### src/hdl/linear_fade_and_lfo_generator_assert.svh
// assertion macros shared by the fader sources
// needs nothing else; files that check their own logic include it by bare name
`ifndef LINEAR_FADE_AND_LFO_GENERATOR_ASSERT_SVH
`define LINEAR_FADE_AND_LFO_GENERATOR_ASSERT_SVH

`ifndef SYNTHESIS
// property on an explicit clock and active-low reset
`define LFG_ASSERT_AT(lbl, clk, rstn, prop, msg) \
  lbl: assert property (@(posedge clk) disable iff (!rstn) prop) else $error(msg);
// property on the usual clk_i / rst_ni of the enclosing module
`define LFG_ASSERT(lbl, prop, msg) \
  `LFG_ASSERT_AT(lbl, clk_i, rst_ni, prop, msg)
`else
`define LFG_ASSERT_AT(lbl, clk, rstn, prop, msg)
`define LFG_ASSERT(lbl, prop, msg)
`endif

`endif

### src/hdl/lfg_pkg.sv
// types, widths, codes and the quarter-wave sine table of the fader
// no dependencies; used by every module of the block
package lfg_pkg;

  localparam int LEVEL_BITS    = 16;
  localparam int TIME_BITS     = 32;
  localparam int SINE_DEPTH    = 256;
  localparam int SINE_IDX_BITS = $clog2(SINE_DEPTH);
  localparam int PHASE_BITS    = SINE_IDX_BITS + 2;
  localparam int SINE_BITS     = 16;
  localparam int SINE_SHIFT    = SINE_BITS - 1;
  localparam int SINE_PEAK     = (1 << SINE_SHIFT) - 1;
  localparam int SINE_TERMS    = 6;
  localparam logic [63:0] HALF_PI_Q30 = 64'd1686629713;

  // level differences and sums need one extra bit
  localparam int DIFF_BITS = LEVEL_BITS + 1;
  localparam int SAT_BITS  = LEVEL_BITS + 4;
  localparam int NUM_BITS  = DIFF_BITS + SINE_SHIFT + 3;

  // shift-add multiplier: time-wide multiplicand, difference-wide multiplier
  localparam int MUL_A_BITS   = TIME_BITS;
  localparam int MUL_B_BITS   = DIFF_BITS;
  localparam int MUL_P_BITS   = MUL_A_BITS + MUL_B_BITS;
  localparam int MUL_CNT_BITS = $clog2(MUL_B_BITS + 1);

  // restoring divider
  localparam int DIV_N_BITS   = MUL_P_BITS;
  localparam int DIV_D_BITS   = TIME_BITS;
  localparam int DIV_Q_BITS   = TIME_BITS;
  localparam int DIV_CNT_BITS = $clog2(DIV_Q_BITS + 1);

  // quotient bits needed by each division
  localparam int ITER_REANCHOR = TIME_BITS;
  localparam int ITER_FADE     = DIFF_BITS;
  localparam int ITER_MOD      = TIME_BITS;
  localparam int ITER_PHASE    = PHASE_BITS;
  localparam int ITER_LFO      = LEVEL_BITS + 2;
  localparam int LFO_DIVISOR   = 2 * SINE_PEAK;

  localparam int CFG_IDX_BITS  = 3;
  localparam int CFG_DATA_BITS = TIME_BITS;

  typedef enum logic [CFG_IDX_BITS-1:0] {
    CFG_START_LEVEL = 3'd0,
    CFG_END_LEVEL   = 3'd1,
    CFG_DURATION    = 3'd2,
    CFG_START_TIME  = 3'd3,
    CFG_LFO_MODE    = 3'd4
  } cfg_index_e;

  typedef enum logic [1:0] {
    FS_DISABLED = 2'd0,
    FS_FADING   = 2'd1,
    FS_STOPPED  = 2'd2,
    FS_LFO      = 2'd3
  } fader_state_e;

  typedef enum logic [3:0] {
    ST_IDLE,
    ST_DISPATCH,
    ST_RA_MUL,
    ST_RA_DIV,
    ST_FADE_CHK,
    ST_FADE_MUL,
    ST_FADE_DIV,
    ST_LFO_MOD,
    ST_LFO_PH,
    ST_LFO_MUL,
    ST_LFO_DIV,
    ST_EMIT
  } lfg_state_e;

  typedef struct packed {
    logic                  command;
    logic [TIME_BITS-1:0]  now_time;
  } lfg_in_t;

  typedef struct packed {
    logic signed [LEVEL_BITS-1:0] level;
    fader_state_e                 fader_state;
  } lfg_out_t;

  typedef struct packed {
    logic                  start;
    logic [MUL_A_BITS-1:0] a;
    logic [MUL_B_BITS-1:0] b;
  } lfg_mul_req_t;

  typedef struct packed {
    logic                  done;
    logic [MUL_P_BITS-1:0] product;
  } lfg_mul_rsp_t;

  typedef struct packed {
    logic                    start;
    logic [DIV_N_BITS-1:0]   dividend;
    logic [DIV_D_BITS-1:0]   divisor;
    logic [DIV_CNT_BITS-1:0] iters;
  } lfg_div_req_t;

  typedef struct packed {
    logic                  done;
    logic [DIV_Q_BITS-1:0] quotient;
    logic [DIV_D_BITS-1:0] remainder;
  } lfg_div_rsp_t;

  typedef logic [SINE_DEPTH-1:0][SINE_BITS-1:0] sine_table_t;

  // Taylor series in Q30, rounded to the sine peak
  function automatic sine_table_t build_sine_table();
    sine_table_t tbl;
    logic [63:0] x;
    logic [63:0] sum;
    logic [63:0] term;
    logic [63:0] v;
    for (int i = 0; i < SINE_DEPTH; i++) begin
      x    = (HALF_PI_Q30 * 64'(i)) / SINE_DEPTH;
      sum  = x;
      term = x;
      for (int k = 1; k <= SINE_TERMS; k++) begin
        term = (((term * x) >> 30) * x) >> 30;
        term = term / 64'((2 * k) * (2 * k + 1));
        if (k[0]) begin
          sum = sum - term;
        end else begin
          sum = sum + term;
        end
      end
      v = (sum * 64'(SINE_PEAK) + (64'd1 << 29)) >> 30;
      if (v > 64'(SINE_PEAK)) begin
        v = 64'(SINE_PEAK);
      end
      tbl[i] = SINE_BITS'(v);
    end
    return tbl;
  endfunction

  localparam sine_table_t SINE_TABLE = build_sine_table();

  localparam logic signed [SAT_BITS-1:0] SAT_MAX = SAT_BITS'((1 << (LEVEL_BITS - 1)) - 1);
  localparam logic signed [SAT_BITS-1:0] SAT_MIN = -SAT_MAX - SAT_BITS'(1);

  function automatic logic signed [LEVEL_BITS-1:0] sat_level(
    input logic signed [SAT_BITS-1:0] v
  );
    logic signed [SAT_BITS-1:0] c;
    c = v;
    if (v > SAT_MAX) begin
      c = SAT_MAX;
    end else if (v < SAT_MIN) begin
      c = SAT_MIN;
    end
    return LEVEL_BITS'(c);
  endfunction

endpackage

### src/hdl/lfg_mul.sv
// bit-serial shift-add multiplier, one multiplier bit per cycle
// depends on lfg_pkg
module lfg_mul (
  input  logic                  clk_i,
  input  logic                  rst_ni,
  input  lfg_pkg::lfg_mul_req_t req_i,
  output lfg_pkg::lfg_mul_rsp_t rsp_o
);
  import lfg_pkg::*;

  logic                    busy_q, busy_d;
  logic                    done_q, done_d;
  logic [MUL_CNT_BITS-1:0] cnt_q, cnt_d;
  logic [MUL_A_BITS-1:0]   a_q, a_d;
  logic [MUL_P_BITS-1:0]   p_q, p_d;
  logic [MUL_A_BITS:0]     partial;

  // upper half plus the multiplicand when the low bit is set
  assign partial = {1'b0, p_q[MUL_P_BITS-1:MUL_B_BITS]} +
                   (p_q[0] ? {1'b0, a_q} : '0);

  always_comb begin
    busy_d = busy_q;
    done_d = 1'b0;
    cnt_d  = cnt_q;
    a_d    = a_q;
    p_d    = p_q;
    if (req_i.start) begin
      busy_d = 1'b1;
      cnt_d  = MUL_CNT_BITS'(MUL_B_BITS);
      a_d    = req_i.a;
      p_d    = {{MUL_A_BITS{1'b0}}, req_i.b};
    end else if (busy_q) begin
      p_d   = {partial, p_q[MUL_B_BITS-1:1]};
      cnt_d = cnt_q - 1'b1;
      if (cnt_q == MUL_CNT_BITS'(1)) begin
        busy_d = 1'b0;
        done_d = 1'b1;
      end
    end
  end

  always_ff @(posedge clk_i or negedge rst_ni) begin
    if (!rst_ni) begin
      busy_q <= 1'b0;
      done_q <= 1'b0;
      cnt_q  <= '0;
    end else begin
      busy_q <= busy_d;
      done_q <= done_d;
      cnt_q  <= cnt_d;
    end
  end

  always_ff @(posedge clk_i) begin
    a_q <= a_d;
    p_q <= p_d;
  end

  assign rsp_o.done    = done_q;
  assign rsp_o.product = p_q;

endmodule

### src/hdl/lfg_div.sv
// restoring divider, one quotient bit per cycle, quotient length set per request
// depends on lfg_pkg and the assertion macro header
`include "linear_fade_and_lfo_generator_assert.svh"

module lfg_div (
  input  logic                  clk_i,
  input  logic                  rst_ni,
  input  lfg_pkg::lfg_div_req_t req_i,
  output lfg_pkg::lfg_div_rsp_t rsp_o
);
  import lfg_pkg::*;

  logic                    busy_q, busy_d;
  logic                    done_q, done_d;
  logic [DIV_CNT_BITS-1:0] cnt_q, cnt_d;
  logic [DIV_D_BITS-1:0]   div_q, div_d;
  logic [DIV_D_BITS-1:0]   rem_q, rem_d;
  logic [DIV_N_BITS-1:0]   nq_q, nq_d;
  logic [DIV_Q_BITS-1:0]   quo_q, quo_d;
  logic [DIV_N_BITS-1:0]   shifted_full;
  logic [DIV_CNT_BITS-1:0] align_shamt;
  logic [DIV_D_BITS:0]     trial;
  logic [DIV_D_BITS:0]     trial_diff;
  logic                    fits;

  // the caller guarantees the quotient fits in iters bits,
  // so the bits above iters already sit below the divisor
  assign shifted_full = req_i.dividend >> req_i.iters;
  assign align_shamt  = DIV_CNT_BITS'(DIV_N_BITS) - req_i.iters;

  assign trial      = {rem_q, nq_q[DIV_N_BITS-1]};
  assign trial_diff = trial - {1'b0, div_q};
  assign fits       = (trial >= {1'b0, div_q});

  always_comb begin
    busy_d = busy_q;
    done_d = 1'b0;
    cnt_d  = cnt_q;
    div_d  = div_q;
    rem_d  = rem_q;
    nq_d   = nq_q;
    quo_d  = quo_q;
    if (req_i.start) begin
      busy_d = 1'b1;
      cnt_d  = req_i.iters;
      div_d  = req_i.divisor;
      rem_d  = shifted_full[DIV_D_BITS-1:0];
      nq_d   = req_i.dividend << align_shamt;
      quo_d  = '0;
    end else if (busy_q) begin
      rem_d = fits ? trial_diff[DIV_D_BITS-1:0] : trial[DIV_D_BITS-1:0];
      quo_d = {quo_q[DIV_Q_BITS-2:0], fits};
      nq_d  = {nq_q[DIV_N_BITS-2:0], 1'b0};
      cnt_d = cnt_q - 1'b1;
      if (cnt_q == DIV_CNT_BITS'(1)) begin
        busy_d = 1'b0;
        done_d = 1'b1;
      end
    end
  end

  always_ff @(posedge clk_i or negedge rst_ni) begin
    if (!rst_ni) begin
      busy_q <= 1'b0;
      done_q <= 1'b0;
      cnt_q  <= '0;
    end else begin
      busy_q <= busy_d;
      done_q <= done_d;
      cnt_q  <= cnt_d;
    end
  end

  always_ff @(posedge clk_i) begin
    div_q <= div_d;
    rem_q <= rem_d;
    nq_q  <= nq_d;
    quo_q <= quo_d;
  end

  assign rsp_o.done      = done_q;
  assign rsp_o.quotient  = quo_q;
  assign rsp_o.remainder = rem_q;

  `LFG_ASSERT(a_div_start_idle, req_i.start |-> !busy_q, "divider restarted while busy")
  `LFG_ASSERT(a_div_iters_range, req_i.start |-> (req_i.iters != '0 && req_i.iters <= DIV_CNT_BITS'(DIV_Q_BITS)), "divider quotient length out of range")
  `LFG_ASSERT(a_div_quot_fits, req_i.start |-> (shifted_full < DIV_N_BITS'(req_i.divisor)), "divider quotient wider than requested")

endmodule

### src/hdl/linear_fade_and_lfo_generator.sv
// start, stopped and disabled words skip the arithmetic; a fade sample runs up to a
// multiply and a divide, maybe after another pair when time stepped back; an lfo sample
// runs a multiply and up to three divides; one word in flight, next word taken in the
// cycle after the result is registered; shared bit-serial multiplier and divider (one
// bit/cycle); rst_ni clears config, fader state and handshakes at once; sine table constant
// depends on lfg_pkg, lfg_mul, lfg_div and the assertion macro header
`include "linear_fade_and_lfo_generator_assert.svh"

module linear_fade_and_lfo_generator (
  input  logic                                 clk_i,
  input  logic                                 rst_ni,
  // sample / start words
  input  logic                                 in_valid_i,
  output logic                                 in_stall_o,
  input  lfg_pkg::lfg_in_t                     in_word_i,
  // level words
  output logic                                 out_valid_o,
  input  logic                                 out_stall_i,
  output lfg_pkg::lfg_out_t                    out_word_o,
  // configuration writes
  input  logic                                 cfg_we_i,
  input  logic [lfg_pkg::CFG_IDX_BITS-1:0]     cfg_index_i,
  input  logic [lfg_pkg::CFG_DATA_BITS-1:0]    cfg_wdata_i
);
  import lfg_pkg::*;

  // configuration registers
  logic signed [LEVEL_BITS-1:0] start_level_q;
  logic signed [LEVEL_BITS-1:0] end_level_q;
  logic [TIME_BITS-1:0]         duration_q;
  logic [TIME_BITS-1:0]         start_time_q;
  logic                         lfo_mode_q;

  // sequencer and fader state
  lfg_state_e                   state_q, state_d;
  fader_state_e                 mode_q, mode_d;
  logic signed [LEVEL_BITS-1:0] anchor_level_q, anchor_level_d;
  logic signed [LEVEL_BITS-1:0] current_level_q, current_level_d;
  logic [TIME_BITS-1:0]         anchor_time_q, anchor_time_d;
  logic [TIME_BITS-1:0]         remaining_q, remaining_d;

  // word being worked on
  logic                         cmd_q;
  logic [TIME_BITS-1:0]         now_q;
  logic signed [LEVEL_BITS-1:0] lvl_q, lvl_d;
  logic                         sine_neg_q, sine_neg_d;
  logic                         num_neg_q, num_neg_d;

  // output register
  logic                         out_valid_q, out_valid_d;
  lfg_out_t                     out_word_q;

  // shared arithmetic units
  lfg_mul_req_t                 mul_req;
  lfg_mul_rsp_t                 mul_rsp;
  lfg_div_req_t                 div_req;
  lfg_div_rsp_t                 div_rsp;

  // datapath helpers
  logic signed [DIFF_BITS-1:0]  to_cur, to_anchor, span, sum_ab;
  logic [DIFF_BITS-1:0]         un, ud, h;
  logic [TIME_BITS-1:0]         el_fade, el_lfo;
  logic                         in_accept, out_free;
  logic                         back_in_time, ratio_ok, ra_div, fade_stop, per_zero;
  logic [PHASE_BITS-1:0]        phase;
  logic [SINE_IDX_BITS-1:0]     sine_idx, mirror_idx;
  logic [SINE_BITS-1:0]         sine_mag;
  logic [DIFF_BITS-1:0]         m_fade;
  logic signed [SAT_BITS-1:0]   m_ext, fade_sum;
  logic signed [NUM_BITS-1:0]   ab_scaled, hs, lfo_num;
  logic [NUM_BITS-1:0]          lfo_mag;
  logic [ITER_LFO-1:0]          lfo_q;
  logic signed [SAT_BITS-1:0]   lfo_q_adj;

  assign in_accept  = in_valid_i && !in_stall_o;
  assign in_stall_o = (state_q != ST_IDLE);
  assign out_free   = !out_valid_q || !out_stall_i;

  // ---------------------------------------------------------------------------
  // configuration port, to be written only while idle; the block itself does not enforce this
  // ---------------------------------------------------------------------------
  always_ff @(posedge clk_i or negedge rst_ni) begin
    if (!rst_ni) begin
      start_level_q <= '0;
      end_level_q   <= '0;
      duration_q    <= '0;
      start_time_q  <= '0;
      lfo_mode_q    <= 1'b0;
    end else if (cfg_we_i) begin
      case (cfg_index_i)
        CFG_START_LEVEL: start_level_q <= signed'(cfg_wdata_i[LEVEL_BITS-1:0]);
        CFG_END_LEVEL:   end_level_q   <= signed'(cfg_wdata_i[LEVEL_BITS-1:0]);
        CFG_DURATION:    duration_q    <= cfg_wdata_i[TIME_BITS-1:0];
        CFG_START_TIME:  start_time_q  <= cfg_wdata_i[TIME_BITS-1:0];
        CFG_LFO_MODE:    lfo_mode_q    <= cfg_wdata_i[0];
        default: ;
      endcase
    end
  end

  // ---------------------------------------------------------------------------
  // level arithmetic
  // ---------------------------------------------------------------------------
  // distances to the target, from the live end level
  assign to_cur    = DIFF_BITS'(end_level_q) - DIFF_BITS'(current_level_q);
  assign to_anchor = DIFF_BITS'(end_level_q) - DIFF_BITS'(anchor_level_q);
  assign span      = DIFF_BITS'(end_level_q) - DIFF_BITS'(start_level_q);
  assign sum_ab    = DIFF_BITS'(end_level_q) + DIFF_BITS'(start_level_q);
  assign un = to_cur[DIFF_BITS-1]    ? DIFF_BITS'(-to_cur)    : DIFF_BITS'(to_cur);
  assign ud = to_anchor[DIFF_BITS-1] ? DIFF_BITS'(-to_anchor) : DIFF_BITS'(to_anchor);
  assign h  = span[DIFF_BITS-1]      ? DIFF_BITS'(-span)      : DIFF_BITS'(span);

  assign back_in_time = (now_q < anchor_time_q);
  // remaining time shrinks by how much of the span is still ahead
  assign ratio_ok = (to_cur != '0) && (to_anchor != '0) &&
                    (to_cur[DIFF_BITS-1] == to_anchor[DIFF_BITS-1]);
  assign ra_div   = ratio_ok && (un < ud);

  assign el_fade   = now_q - anchor_time_q;
  assign el_lfo    = back_in_time ? '0 : now_q - anchor_time_q;
  assign fade_stop = (remaining_q == '0) || (el_fade > remaining_q);
  assign per_zero  = (remaining_q == '0);

  // fade step: anchor plus the scaled distance, toward the target
  assign m_fade   = div_rsp.quotient[DIFF_BITS-1:0];
  assign m_ext    = signed'({{(SAT_BITS - DIFF_BITS){1'b0}}, m_fade});
  assign fade_sum = SAT_BITS'(anchor_level_q) + (to_anchor[DIFF_BITS-1] ? -m_ext : m_ext);

  // quarter-wave lookup, mirrored in odd quadrants, negated in the lower half
  assign phase      = div_rsp.quotient[PHASE_BITS-1:0];
  assign sine_idx   = phase[SINE_IDX_BITS-1:0];
  assign mirror_idx = ~sine_idx + 1'b1;
  always_comb begin
    if (!phase[SINE_IDX_BITS]) begin
      sine_mag = SINE_TABLE[sine_idx];
    end else if (sine_idx == '0) begin
      sine_mag = SINE_BITS'(SINE_PEAK);
    end else begin
      sine_mag = SINE_TABLE[mirror_idx];
    end
  end

  // level sum times peak plus span magnitude times sine, over twice the peak
  assign ab_scaled = (NUM_BITS'(sum_ab) <<< SINE_SHIFT) - NUM_BITS'(sum_ab);
  assign hs        = signed'(NUM_BITS'(mul_rsp.product));
  assign lfo_num   = ab_scaled + (sine_neg_q ? -hs : hs);
  assign lfo_mag   = lfo_num[NUM_BITS-1] ? unsigned'(-lfo_num) : unsigned'(lfo_num);

  // floor of a negative quotient rounds the magnitude up
  assign lfo_q     = div_rsp.quotient[ITER_LFO-1:0];
  assign lfo_q_adj = signed'(SAT_BITS'(lfo_q)) +
                     signed'(SAT_BITS'(num_neg_q && (div_rsp.remainder != '0)));

  // ---------------------------------------------------------------------------
  // sequencer: next state
  // ---------------------------------------------------------------------------
  always_comb begin
    state_d = state_q;
    case (state_q)
      ST_IDLE: begin
        if (in_accept) begin
          state_d = ST_DISPATCH;
        end
      end
      ST_DISPATCH: begin
        if (cmd_q) begin
          state_d = ST_EMIT;
        end else begin
          case (mode_q)
            FS_FADING: state_d = (back_in_time && ra_div) ? ST_RA_MUL : ST_FADE_CHK;
            FS_LFO:    state_d = per_zero ? ST_LFO_MUL : ST_LFO_MOD;
            default:   state_d = ST_EMIT;
          endcase
        end
      end
      ST_RA_MUL:   if (mul_rsp.done) state_d = ST_RA_DIV;
      ST_RA_DIV:   if (div_rsp.done) state_d = ST_FADE_CHK;
      ST_FADE_CHK: state_d = fade_stop ? ST_EMIT : ST_FADE_MUL;
      ST_FADE_MUL: if (mul_rsp.done) state_d = ST_FADE_DIV;
      ST_FADE_DIV: if (div_rsp.done) state_d = ST_EMIT;
      ST_LFO_MOD:  if (div_rsp.done) state_d = ST_LFO_PH;
      ST_LFO_PH:   if (div_rsp.done) state_d = ST_LFO_MUL;
      ST_LFO_MUL:  if (mul_rsp.done) state_d = ST_LFO_DIV;
      ST_LFO_DIV:  if (div_rsp.done) state_d = ST_EMIT;
      ST_EMIT:     if (out_free) state_d = ST_IDLE;
      default:     state_d = ST_IDLE;
    endcase
  end

  // ---------------------------------------------------------------------------
  // sequencer: datapath controls and state updates
  // ---------------------------------------------------------------------------
  always_comb begin
    mode_d          = mode_q;
    anchor_level_d  = anchor_level_q;
    current_level_d = current_level_q;
    anchor_time_d   = anchor_time_q;
    remaining_d     = remaining_q;
    lvl_d           = lvl_q;
    sine_neg_d      = sine_neg_q;
    num_neg_d       = num_neg_q;
    mul_req         = '0;
    div_req         = '0;

    case (state_q)
      ST_DISPATCH: begin
        if (cmd_q) begin
          // start: anchor at the configured levels and times
          anchor_level_d = start_level_q;
          anchor_time_d  = start_time_q;
          remaining_d    = duration_q;
          if ((duration_q == '0) || (start_level_q == end_level_q)) begin
            mode_d          = FS_STOPPED;
            current_level_d = end_level_q;
            lvl_d           = end_level_q;
          end else if (lfo_mode_q) begin
            mode_d          = FS_LFO;
            current_level_d = '0;
            lvl_d           = LEVEL_BITS'(sum_ab >>> 1);
          end else begin
            mode_d          = FS_FADING;
            current_level_d = start_level_q;
            lvl_d           = start_level_q;
          end
        end else begin
          case (mode_q)
            FS_FADING: begin
              if (back_in_time) begin
                if (ra_div) begin
                  mul_req.start = 1'b1;
                  mul_req.a     = remaining_q;
                  mul_req.b     = un;
                end else begin
                  // ratio of zero or of one needs no division
                  remaining_d    = ratio_ok ? remaining_q : '0;
                  anchor_level_d = current_level_q;
                  anchor_time_d  = now_q;
                end
              end
            end
            FS_LFO: begin
              if (back_in_time) begin
                anchor_time_d = now_q;
              end
              if (per_zero) begin
                // no period: sine term is zero
                sine_neg_d    = 1'b0;
                mul_req.start = 1'b1;
                mul_req.a     = MUL_A_BITS'(h);
                mul_req.b     = '0;
              end else begin
                div_req.start    = 1'b1;
                div_req.dividend = DIV_N_BITS'(el_lfo);
                div_req.divisor  = remaining_q;
                div_req.iters    = DIV_CNT_BITS'(ITER_MOD);
              end
            end
            FS_STOPPED: lvl_d = end_level_q;
            default:    lvl_d = current_level_q;
          endcase
        end
      end

      ST_RA_MUL: begin
        if (mul_rsp.done) begin
          div_req.start    = 1'b1;
          div_req.dividend = mul_rsp.product;
          div_req.divisor  = DIV_D_BITS'(ud);
          div_req.iters    = DIV_CNT_BITS'(ITER_REANCHOR);
        end
      end

      ST_RA_DIV: begin
        if (div_rsp.done) begin
          remaining_d    = div_rsp.quotient;
          anchor_level_d = current_level_q;
          anchor_time_d  = now_q;
        end
      end

      ST_FADE_CHK: begin
        if (fade_stop) begin
          mode_d          = FS_STOPPED;
          current_level_d = end_level_q;
          lvl_d           = end_level_q;
        end else begin
          mul_req.start = 1'b1;
          mul_req.a     = el_fade;
          mul_req.b     = ud;
        end
      end

      ST_FADE_MUL: begin
        if (mul_rsp.done) begin
          div_req.start    = 1'b1;
          div_req.dividend = mul_rsp.product;
          div_req.divisor  = remaining_q;
          div_req.iters    = DIV_CNT_BITS'(ITER_FADE);
        end
      end

      ST_FADE_DIV: begin
        if (div_rsp.done) begin
          current_level_d = sat_level(fade_sum);
          lvl_d           = sat_level(fade_sum);
        end
      end

      ST_LFO_MOD: begin
        // phase = remainder scaled to four quadrants of the table
        if (div_rsp.done) begin
          div_req.start    = 1'b1;
          div_req.dividend = DIV_N_BITS'({div_rsp.remainder, {PHASE_BITS{1'b0}}});
          div_req.divisor  = remaining_q;
          div_req.iters    = DIV_CNT_BITS'(ITER_PHASE);
        end
      end

      ST_LFO_PH: begin
        if (div_rsp.done) begin
          sine_neg_d    = phase[PHASE_BITS-1];
          mul_req.start = 1'b1;
          mul_req.a     = MUL_A_BITS'(h);
          mul_req.b     = MUL_B_BITS'(sine_mag);
        end
      end

      ST_LFO_MUL: begin
        if (mul_rsp.done) begin
          num_neg_d        = lfo_num[NUM_BITS-1];
          div_req.start    = 1'b1;
          div_req.dividend = DIV_N_BITS'(lfo_mag);
          div_req.divisor  = DIV_D_BITS'(LFO_DIVISOR);
          div_req.iters    = DIV_CNT_BITS'(ITER_LFO);
        end
      end

      ST_LFO_DIV: begin
        if (div_rsp.done) begin
          lvl_d = sat_level(num_neg_q ? -lfo_q_adj : lfo_q_adj);
        end
      end

      default: ;
    endcase
  end

  // output slot: loaded from the emit step, cleared when taken
  always_comb begin
    out_valid_d = out_valid_q;
    if (out_valid_q && !out_stall_i) begin
      out_valid_d = 1'b0;
    end
    if ((state_q == ST_EMIT) && out_free) begin
      out_valid_d = 1'b1;
    end
  end

  always_ff @(posedge clk_i or negedge rst_ni) begin
    if (!rst_ni) begin
      state_q         <= ST_IDLE;
      mode_q          <= FS_DISABLED;
      anchor_level_q  <= '0;
      current_level_q <= '0;
      anchor_time_q   <= '0;
      remaining_q     <= '0;
      out_valid_q     <= 1'b0;
    end else begin
      state_q         <= state_d;
      mode_q          <= mode_d;
      anchor_level_q  <= anchor_level_d;
      current_level_q <= current_level_d;
      anchor_time_q   <= anchor_time_d;
      remaining_q     <= remaining_d;
      out_valid_q     <= out_valid_d;
    end
  end

  // payload registers
  always_ff @(posedge clk_i) begin
    if (in_accept) begin
      cmd_q <= in_word_i.command;
      now_q <= in_word_i.now_time;
    end
    lvl_q      <= lvl_d;
    sine_neg_q <= sine_neg_d;
    num_neg_q  <= num_neg_d;
    if ((state_q == ST_EMIT) && out_free) begin
      out_word_q.level       <= lvl_q;
      out_word_q.fader_state <= mode_q;
    end
  end

  assign out_valid_o = out_valid_q;
  assign out_word_o  = out_word_q;

  // ---------------------------------------------------------------------------
  // shared arithmetic
  // ---------------------------------------------------------------------------
  lfg_mul u_mul (
    .clk_i  (clk_i),
    .rst_ni (rst_ni),
    .req_i  (mul_req),
    .rsp_o  (mul_rsp)
  );

  lfg_div u_div (
    .clk_i  (clk_i),
    .rst_ni (rst_ni),
    .req_i  (div_req),
    .rsp_o  (div_rsp)
  );

  `LFG_ASSERT(a_mode_hold_idle, state_q == ST_IDLE |=> $stable(mode_q), "fader state changed while idle")
  `LFG_ASSERT(a_mul_done_wait, mul_rsp.done |-> (state_q == ST_RA_MUL || state_q == ST_FADE_MUL || state_q == ST_LFO_MUL), "multiplier finished outside a wait step")
  `LFG_ASSERT(a_div_done_wait, div_rsp.done |-> (state_q == ST_RA_DIV || state_q == ST_FADE_DIV || state_q == ST_LFO_MOD || state_q == ST_LFO_PH || state_q == ST_LFO_DIV), "divider finished outside a wait step")
  `LFG_ASSERT(a_fade_not_behind, state_q == ST_FADE_CHK |-> now_q >= anchor_time_q, "fade checked before re-anchoring")

endmodule

### config.mk
export PLATFORM = sky130hd
export DESIGN_NAME = linear_fade_and_lfo_generator
export DESIGN_NICKNAME = d
export VERILOG_FILES = /design/src/hdl/lfg_pkg.sv /design/src/hdl/lfg_mul.sv /design/src/hdl/lfg_div.sv /design/src/hdl/linear_fade_and_lfo_generator.sv
export VERILOG_INCLUDE_DIRS = /design/src /design/src/hdl
export SDC_FILE = /design/constraint.sdc
export NUM_CORES = 2
export LEC_CHECK = 0
export BUFFER_PORTS_ARGS = -buffer_cell sky130_fd_sc_hd__buf_2
export CAP_MARGIN = 20
export CORE_MARGIN = 1
export CORE_UTILIZATION = 40
export CTS_CLUSTER_DIAMETER = 30
export DETAILED_ROUTE_END_ITERATION = 6
export PLACE_DENSITY = 0.62
export SLEW_MARGIN = 25
export SYNTH_ARGS = -nofsm -noshare
export SYNTH_HDL_FRONTEND = slang
export SYNTH_SLANG_ARGS = --single-unit
### constraint.sdc
create_clock -name clk_i -period 9.9 [get_ports clk_i]
set_input_delay 1.485 -clock clk_i [delete_from_list [all_inputs] [get_ports clk_i]]
set_output_delay 1.485 -clock clk_i [all_outputs]
set_load 0.005 [all_outputs]
==> summary.md <==
| Metric | Value |
|---|---|
| Synth Area in XOR/XNOR | `0.0628` |
| Die area | `0.127 mm2` |
| H-Tree Level Count | `4` |
| Fill count | `12,253` |
| Leak | `0.0230 uW` |
| Int Pwr | `7980 uW` |
| Setup bufs post-CTS | `0` |
| Synth area leaders | `edfxtp_1 (14%), dfrtp_1 (11%), ha_1 (8.7%)` |
| Vert. Die Dim | `357 um` |
| Worst Setup End Kind | `register` |
| Post-Synth Simple-Gate Area | `0.189` |
| Hpwl dp | `165 mm` |
| Initial antenna violation count | `19` |
| Setup_tns | `0 ns` |
| Clk_lat worst skew | `0.80 ns` |
| Post-Synthesis Cells | `6,362` |
| Largest net degree at the start of global routing | `93` |
| Final-report setup violation count | `0` |
| Crit path DAT | `8.97 ns` |
| Tmin final | `8.52 ns` |
| Worst Path Class, Setup | `register to register` |
| Reg-to-reg endpoint | `u_div.nq_q[44]` |
| Die Span X | `357 um` |
| Core area | `0.124 mm2` |
| Vias per cell | `6.57` |
| Worst hold margin | `0.420 ns` |
| Largest family of logic cells by synthesized area | `compound AO/OA/AOI/OAI gates` |
| Main flop type after synthesis | `edfxtp_1` |
| Share of layout cells above drive strength 1 | `0.108` |
| Unrepaired setup endpoints after global routing | `no` |
| # IOs | `93` |
| Max-slew violations | `0` |
| Post-synth top area cell | `edfxtp_1` |
| Seq pwr share | `0.177` |
| Clock Sinks | `525` |
| Final net count | `6,719` |
| Post-DRT Antenna Nets | `0` |
| Min-delay src | `lvl_q[7]` |
| Power Density | `245 mW/mm2` |
| Area growth syn-to-layout | `14.3%` |
| Worst Hold Path EP | `out_word_o[9]` |
| Sw Share | `0.434` |
| Sequential area share after synthesis | `0.276` |
| Total vias in the final route | `52,875` |
| Peak Freq | `117 MHz` |
| Cts hold-fix bufs | `0` |
| GP Congestion | `1.00` |
| Worst EP required | `10.36 ns` |
| Fin util | `0.463` |
| Area of the mapped netlist | `0.0503 mm2` |
| Measured slew at the worst slew-check pin | `1.25 ns` |
| Asr flop ratio synth | `0.410` |
| DRT iter0 DRCs | `7,766` |
| R2R cell count | `30` |
| Worst Hold Depth | `0` |
| Port Buf Inserts | `92` |
| Switching power | `6120 uW` |
| Worst-path clk slew | `0.05 ns` |
| Period utilization | `0.860` |
| TritonCTS clock tree | `built` |
| Worst R2R Start | `end_level_q[1]` |
| Total power | `14,100 uW` |
| Cell variety after synth | `117` |
| Top-area cell type share of the netlist area | `0.138` |
| Most common cell after layout, fill and taps aside | `nand2_1` |
| Yosys warns | `0` |
| Critical path fanouts, max | `13` |
| Post-synthesis mux area share | `0.0463` |
| Seq cells post-synth | `525` |
| Slowest-stage cell, CP | `dfrtp_1` |
| Synth Area in Compound Gates | `0.279` |
| Syn_area_per_cell | `7.91 um2` |
| Status | `complete, no violations` |
| Gr ovfl total | `0` |
| Worst vdd ir | `0.425 mV` |
| Num CTS Buffers | `140` |
| Row Count | `129` |
| Comb pwr share | `0.485` |
| Max cap viols | `0` |
| R2R Setup Slk | `1.38 ns` |
| Starting Density | `0.405` |
| Clk pwr share | `0.338` |
| Worst Skew | `0.0687 ns` |
| Hold crit path type | `register to register` |
| DRC errors left | `0` |
| PostCTS Resize Cnt | `0` |
| Clock tree buffer depth | `3` |
| DR pass1 iterations | `6` |
| Gr usage total | `0.338` |
| Critical path startpoint category | `register` |
| Synth Net Count | `6,796` |
| EDFF count, synth | `231` |
| CTS Root Cell | `clkbuf_16` |
| Synth Area in Adders | `0.0912` |
| Most frequent cells in the layout | `nand2_1 (666), nor2_1 (590), a21oi_1 (511)` |
| Fin. Hold Viols | `0` |
| Slew headroom | `0.160` |
| Routed WL per cell | `27.6 um` |
| Largest stage delay, worst path | `0.73 ns` |
| First-pass GRT wire length | `323 mm` |
| Total wire length | `222 mm` |
| Vias in the first global route | `48,211` |
## cell usage after synthesis (all sizes together), types with 48 or more instances
| master | instances |
|---|---|
| a211oi | 97 |
| a21o | 93 |
| a21oi | 514 |
| a22oi | 83 |
| a31oi | 115 |
| and2 | 70 |
| and3 | 49 |
| buf | 77 |
| clkbuf | 371 |
| dfrtp | 215 |
| dfxtp | 79 |
| edfxtp | 231 |
| ha | 351 |
| inv | 280 |
| mux2 | 94 |
| mux2i | 122 |
| nand2 | 669 |
| nand2b | 55 |
| nand3 | 143 |
| nand4 | 49 |
| nor2 | 593 |
| nor2b | 48 |
| nor3 | 153 |
| nor4 | 54 |
| o211ai | 84 |
| o21ai | 512 |
| o221ai | 51 |
| o31ai | 56 |
| xnor2 | 242 |
| xor2 | 117 |
## power by group through the flow
stage	registers (uW)	logic, uW	clock network, uW
after floorplan	2460	4800	0
after detailed placement	2520	6650	0
after global placement	2510	6630	0
after CTS	2480	6690	4810
final	2490	6840	4770
after global routing	2490	7350	4920
## sequential cells by signal, indices dropped and copies added (netlist names), 18 cells and up, named ones only
signal and flops:
duration_q 32, u_div.div_q 32, u_mul.p_q 49, now_q 32, remaining_q 32, anchor_time_q 32
start_time_q 32, u_div.quo_q 32, u_div.nq_q 49, out_word_o 18, u_div.rem_q 32, u_mul.a_q 32
## metal layers
metal  routed length, um  global-route usage
met1               92500               0.470
met2               91700               0.482
met3               28000              0.0990
met4                9820               0.142
met5                  69                   0
## worst max path at each step
stage / startpoint / to / slack, ns / depth (start not counted)
CTS: end_level_q[1] / u_div.nq_q[26] / 1.62 / 31
floorplan: end_level_q[1] / u_div.nq_q[42] / 2.71 / 30
detailed placement: end_level_q[1] / u_div.nq_q[42] / 1.65 / 31
finish: end_level_q[1] / u_div.nq_q[44] / 1.38 / 30
global route: end_level_q[1] / u_div.nq_q[27] / 0.93 / 31
global placement: end_level_q[1] / u_div.nq_q[48] / 1.70 / 31
## per-stage QoR
stage               std cells  instance area, um2  setup slack, ns
global route             8049               57500            0.931
floorplan                6362               50300             2.71
CTS                      8042               57500             1.62
global placement         7780               52400             1.70
detailed placement       7780               52500             1.65
finish                   8052               57500             1.38
## kinds of logic after synthesis
| family | after synthesis |
|---|---|
| DFF | 525 |
| xor gates and xnor gates | 359 |
| AOI/OAI and AO/OA | 2134 |
| adders and majority gates | 361 |
| other | 1 |
| and+or+nand+nor | 2030 |
| muxes | 218 |
| buffers and inverters | 734 |
## layout make-up
class	instances	area [um2]	share of cell area
clock inverters	89	1310	0.0227
well taps	1637	2050	0.0356
flip-flops and latches	525	13900	0.242
diodes	10	25.0	0.000435
multi-input cells	5103	34000	0.590
repair buffers	229	1500	0.0261
clock buffers	173	3710	0.0644
inverters	286	1080	0.0187
## worst max-delay path: cells and delay by family, from the launching register on
| kind | cells | cell delay [ns] |
|---|---|---|
| compound gates | 14 | 3.49 |
| xor+xnor | 1 | 0.20 |
| fa+ha+maj | 3 | 1.29 |
| buf+inv | 3 | 0.35 |
| flops | 1 | 0.73 |
| simple gates | 9 | 2.15 |
Power figures use the tool's default switching activity.
